<file path="src/design/msd_pkg.sv">
package msd_pkg;

   localparam int CFG_BITS   = 7;
   localparam int LAG_BITS   = 6;
   localparam int SUM_BITS   = 64;
   localparam int COUNT_BITS = 24;
   localparam int MSD_BITS   = 63;

   typedef struct packed {
      logic accept;
      logic present;
      logic unload;
      logic clear;
   } mds_ctl_type;

endpackage

</file>
<file path="src/design/msd_cell.sv">
module msd_cell #(
   parameter int COORD_BITS = 24
) (
   input  logic                                  clock,
   input  logic                                  reset,
   input  msd_pkg::mds_ctl_type                  ctl,
   input  logic signed [COORD_BITS-1:0]          new_x,
   input  logic signed [COORD_BITS-1:0]          new_y,
   input  logic signed [COORD_BITS-1:0]          new_z,
   input  logic signed [COORD_BITS-1:0]          tap_x_in,
   input  logic signed [COORD_BITS-1:0]          tap_y_in,
   input  logic signed [COORD_BITS-1:0]          tap_z_in,
   input  logic                                  tap_valid_in,
   output logic signed [COORD_BITS-1:0]          tap_x_out,
   output logic signed [COORD_BITS-1:0]          tap_y_out,
   output logic signed [COORD_BITS-1:0]          tap_z_out,
   output logic                                  tap_valid_out,
   input  logic [msd_pkg::SUM_BITS-1:0]          sum_in,
   input  logic [msd_pkg::COUNT_BITS-1:0]        count_in,
   output logic [msd_pkg::SUM_BITS-1:0]          sum_out,
   output logic [msd_pkg::COUNT_BITS-1:0]        count_out
);
   import msd_pkg::*;

   localparam int SQ_BITS = 2 * COORD_BITS;
   localparam int D2_BITS = SQ_BITS + 2;

   logic signed [COORD_BITS-1:0] tx_ff, ty_ff, tz_ff;
   logic                         tv_ff;
   logic [COORD_BITS-1:0]        ax_ff, ay_ff, az_ff;
   logic                         s1_ff, s2_ff, s3_ff;
   logic [SQ_BITS-1:0]           qx_ff, qy_ff, qz_ff;
   logic [D2_BITS-1:0]           d2_ff;
   logic [SUM_BITS-1:0]          sum_ff;
   logic [COUNT_BITS-1:0]        cnt_ff;

   logic signed [COORD_BITS:0]   dx, dy, dz;
   logic [COORD_BITS:0]          mx, my, mz;
   logic [SUM_BITS:0]            add_w;
   logic                         pair_ok;

   assign pair_ok = ctl.accept & ctl.present & tap_valid_in;

   always_comb begin
      dx = {new_x[COORD_BITS-1], new_x} - {tap_x_in[COORD_BITS-1], tap_x_in};
      dy = {new_y[COORD_BITS-1], new_y} - {tap_y_in[COORD_BITS-1], tap_y_in};
      dz = {new_z[COORD_BITS-1], new_z} - {tap_z_in[COORD_BITS-1], tap_z_in};
      mx = dx[COORD_BITS] ? -dx : dx;
      my = dy[COORD_BITS] ? -dy : dy;
      mz = dz[COORD_BITS] ? -dz : dz;
      add_w = {1'b0, sum_ff} + {{(SUM_BITS + 1 - D2_BITS){1'b0}}, d2_ff};
   end

   always_ff @(posedge clock) begin
      if (ctl.accept) begin
         tx_ff <= tap_x_in;
         ty_ff <= tap_y_in;
         tz_ff <= tap_z_in;
      end
      ax_ff <= mx[COORD_BITS-1:0];
      ay_ff <= my[COORD_BITS-1:0];
      az_ff <= mz[COORD_BITS-1:0];
      qx_ff <= SQ_BITS'(ax_ff) * SQ_BITS'(ax_ff);
      qy_ff <= SQ_BITS'(ay_ff) * SQ_BITS'(ay_ff);
      qz_ff <= SQ_BITS'(az_ff) * SQ_BITS'(az_ff);
      d2_ff <= D2_BITS'(qx_ff) + D2_BITS'(qy_ff) + D2_BITS'(qz_ff);
   end

   always_ff @(posedge clock) begin
      if (reset) begin
         tv_ff  <= 1'b0;
         s1_ff  <= 1'b0;
         s2_ff  <= 1'b0;
         s3_ff  <= 1'b0;
         sum_ff <= '0;
         cnt_ff <= '0;
      end else begin
         if (ctl.accept) tv_ff <= tap_valid_in;
         s1_ff <= pair_ok;
         s2_ff <= s1_ff;
         s3_ff <= s2_ff;
         if (ctl.clear) begin
            sum_ff <= '0;
            cnt_ff <= '0;
         end else if (ctl.unload) begin
            sum_ff <= sum_in;
            cnt_ff <= count_in;
         end else if (s3_ff) begin
            sum_ff <= add_w[SUM_BITS] ? '1 : add_w[SUM_BITS-1:0];
            if (cnt_ff != '1) cnt_ff <= cnt_ff + 1'b1;
         end
      end
   end

   assign tap_x_out     = tx_ff;
   assign tap_y_out     = ty_ff;
   assign tap_z_out     = tz_ff;
   assign tap_valid_out = tv_ff;
   assign sum_out       = sum_ff;
   assign count_out     = cnt_ff;

endmodule

</file>
<file path="config.mk">
export PLATFORM = sky130hd
export DESIGN_NAME = msd_cell
export DESIGN_NICKNAME = d
export VERILOG_FILES = /design/src/design/msd_pkg.sv /design/src/design/msd_cell.sv
export SDC_FILE = /design/constraint.sdc
export NUM_CORES = 2
export LEC_CHECK = 0
export BUFFER_PORTS_ARGS = -buffer_cell sky130_fd_sc_hd__buf_2
export CAP_MARGIN = 20
export CELL_PAD_IN_SITES_DETAIL_PLACEMENT = 1
export CELL_PAD_IN_SITES_GLOBAL_PLACEMENT = 2
export CORE_UTILIZATION = 35
export CTS_CLUSTER_DIAMETER = 120
export DETAILED_ROUTE_END_ITERATION = 12
export PLACE_DENSITY_LB_ADDON = 0.1
export SLEW_MARGIN = 20
export SYNTH_ARGS = -nofsm -noshare
export SYNTH_HDL_FRONTEND = slang
export SYNTH_SLANG_ARGS = --single-unit
export TNS_END_PERCENT = 5
</file>
<file path="constraint.sdc">
create_clock -name clock -period 9.04 [get_ports clock]
set_input_delay 0.904 -clock clock [delete_from_list [all_inputs] [get_ports clock]]
set_output_delay 0.904 -clock clock [all_outputs]
set_load 0.005 [all_outputs]
</file>
==> impl_results.md <==
- R2R depth: 26
- Latest clock arrival within the worst-skew pair: 0.71 ns
- I/O Buffers: 399
- Min-delay src: tap_z_in[5]
- Pin count of the biggest net entering global routing: 75
- Fraction of registers with async set/reset: 0%
- Post-DP HPWL: 194000 µm
- GRT Overall Usage: 22.1%
- Area contributors post-synth: fa_1, ha_1, inv_1
- Worst setup SP type: flip-flop
- CP Max Fanout: 15
- Share of the synthesized area in the top cell type: 36.8%
- Global-route wire length before repair: 351000 µm
- Vias in the first global route: 59800
- DR pass1 iterations: 5
- Kind of critical path: reg2reg
- Crit path buffers/inverters: 6
- Max Slew Vio Count: 0
- Number of setup violations in the final report: 0
- Worst-Margin Slew: 1.21 ns
- Post-synth EDFFs: 72
- Avg WL per Cell: 20.6 µm
- Die Y: 455 µm
- CORE AREA: 203000 µm²
- Starting Density: 35.4%
- Layout area overhead: 10.7%
- Setup TNS Final: 0 ns
- Die width: 455 µm
- Yosys top cell by area: fa_1
- Yosys Warn Count: 0
- Number of primary I/O pins: 400
- Via count: 53800
- Post-Syn Area: 71800 µm²
- Hold path depth: 1
- Worst path max stage delay: 0.91 ns
- FF-to-FF Start: ax_ff[5]$_DFF_P_
- Post-CTS Resized: 0
- Clock H-tree levels: 3
- Outcome: completed
- Max-cap violations: 0
- Crit path from: ax_ff[5]$_DFF_P_
- # rows: 165
- Routed Antenna Nets: 0
- Setup crit end kind: flip-flop
- Mapped Cells: 7853
- CP required: 9.61 ns
- Crit path max-delay family: adder cells
- Layout cells sized above 1: 8.38%
- Post CTS Setup Buffer Count: 0
- Initial antenna violation count: 24
- Top FF cell, synth: dfxtp_1
- Total wire length: 225000 µm
- CTS clk-pin slew, worst paths: 0.06 ns
- CTS Root Cell: clkbuf_16
- RSZ-0062 raised after global routing: no
- Grt ovf: 0
- Clk buf depth: 3
- Slowest-stage cell, CP: dfxtp_1
- Syn Area/Cell: 9.15 µm²
- Fmax: 121 MHz
- CTS hold repair buffers: 0
- Die Area: 207000 µm²
- Hold Path Class: in2reg
- Iteration-0 DRC Markers: 2524
- Seq cells post-synth: 427
- Post-synth cell types: 89
- CTS Buf Count: 68
- Final Hold Viols: 0
- Sequential cell area fraction in the yosys report: 12.9%
- Final worst-path cycle share: 91.8%
- Final net count: 10500
- FF-to-FF setup slack: 0.74 ns
- Gpl congestion: 0.870
- Min Tclk post-route: 8.30 ns
- Clock Sinks: 427
- Hold Crit Endpoint: tap_z_out[5]$_DFFE_PP_
- Critical Path AT: 8.87 ns
- DR vias/cell: 4.92
- TritonCTS clock tree: done
- Most common cell type on the critical path: fa_1
- DRC: 0
- Worst R2R End: qx_ff[39]$_DFF_P_
- Slew headroom: 18.8%
- Clock skew: 0.0388 ns
-- stage by stage --
step / instances / cell area (µm²) / util, % / hold slack [ns] / setup WS [ns]
global route: 10900 / 79500 / 39.1 / 0.337 / 0.235
detailed placement: 10800 / 77200 / 38.0 / 0.432 / 0.685
global placement: 10800 / 77200 / 38.0 / 0.429 / 0.735
floorplan: 7855 / 71800 / - / 0.385 / 1.25
CTS: 10900 / 79500 / 39.1 / 0.315 / 0.631
finish: 10900 / 79500 / 39.1 / 0.403 / 0.742
-- layer usage --
layer / up-vias / GRT usage [%] / wire length [µm]
met5: - / 0 / 61
met4: 10 / 5.05 / 4980
met3: 187 / 2.43 / 7700
met2: 851 / 36.1 / 105000
met1: 27600 / 31.1 / 108000
li1: 25200 / - / -
-- state kept, by name, summed over array words and instances, names as in the netlist --
register	count
ax_ff	24
ay_ff	24
az_ff	24
count_out	24
d2_ff	50
qx_ff	47
qy_ff	47
qz_ff	47
s1_ff	1
s2_ff	1
s3_ff	1
sum_out	64
tap_valid_out	1
tap_x_out	24
tap_y_out	24
tap_z_out	24
-- Yosys cell counts, drive strengths merged (10+ instances only) --
cell / n
a2111oi: 12
a211o: 12
a211oi: 44
a21boi: 12
a21o: 169
a21oi: 347
a221oi: 13
a22oi: 12
a311oi: 11
a31oi: 44
and2: 371
and3: 54
and4: 13
clkbuf: 232
dfxtp: 355
edfxtp: 72
fa: 1319
ha: 696
inv: 1901
mux2i: 14
nand2: 696
nand2b: 35
nand3: 73
nand4: 38
nor2: 233
nor2b: 49
nor3: 62
nor4: 16
o2111ai: 10
o211ai: 18
o21a: 35
o21ai: 215
o21bai: 44
o221ai: 52
o31ai: 22
or2: 26
or3: 21
or4: 10
xnor2: 241
xor2: 122
-- how the worst max path moves through the flow --
stage	endpoint	cells past startpoint	slack (ns)
after global routing	qx_ff[39]$_DFF_P_	26	0.23
final	qx_ff[39]$_DFF_P_	26	0.74
after detailed placement	qz_ff[47]$_DFF_P_	27	0.68
after CTS	qy_ff[41]$_DFF_P_	24	0.63
after floorplan	qz_ff[47]$_DFF_P_	28	1.25
after global placement	qx_ff[39]$_DFF_P_	26	0.73
-- cell usage in the layout (no fill, tap or decap), drive strengths merged, types with 54 or more instances in the layout --
cell type  Yosys  final
a21o         169    169
a21oi        347    347
and2         371    371
and3          54     54
buf            4    513
clkbuf       232     79
dfxtp        355    355
edfxtp        72     72
fa          1319   1319
ha           696    696
inv         1901   1915
nand2        696    696
nand3         73     73
nor2         233    233
nor3          62     62
o21ai        215    215
xnor2        241    241
xor2         122    122
-- layout make-up --
cell class | instances | area, µm²
Fill cell | 23600 | 124000
Multi-Input combinational cell | 5291 | 54500
Sequential cell | 427 | 9270
Inverter | 1901 | 7140
Tap cell | 2672 | 3340
Timing Repair Buffer | 513 | 2880
Clock buffer | 79 | 1830
Clock inverter | 44 | 509
Antenna cell | 6 | 15.0
-- cells by family (layout without fill, tap and decap cells) --
family,after synthesis,in the layout,share of synthesized area (%)
buf+inv,2137,2537,11.2
fa+ha+maj,2015,2015,48.9
simple gates,1730,1730,11.8
compound gates,1159,1159,10.5
flops,427,427,12.9
xor+xnor,363,363,4.43
mux,21,21,0.305
other cells,1,9,0.00522
Power is left out: the tool's default activity adds up to more than one toggle a clock period on the data nets, which glitch-free logic cannot reach.
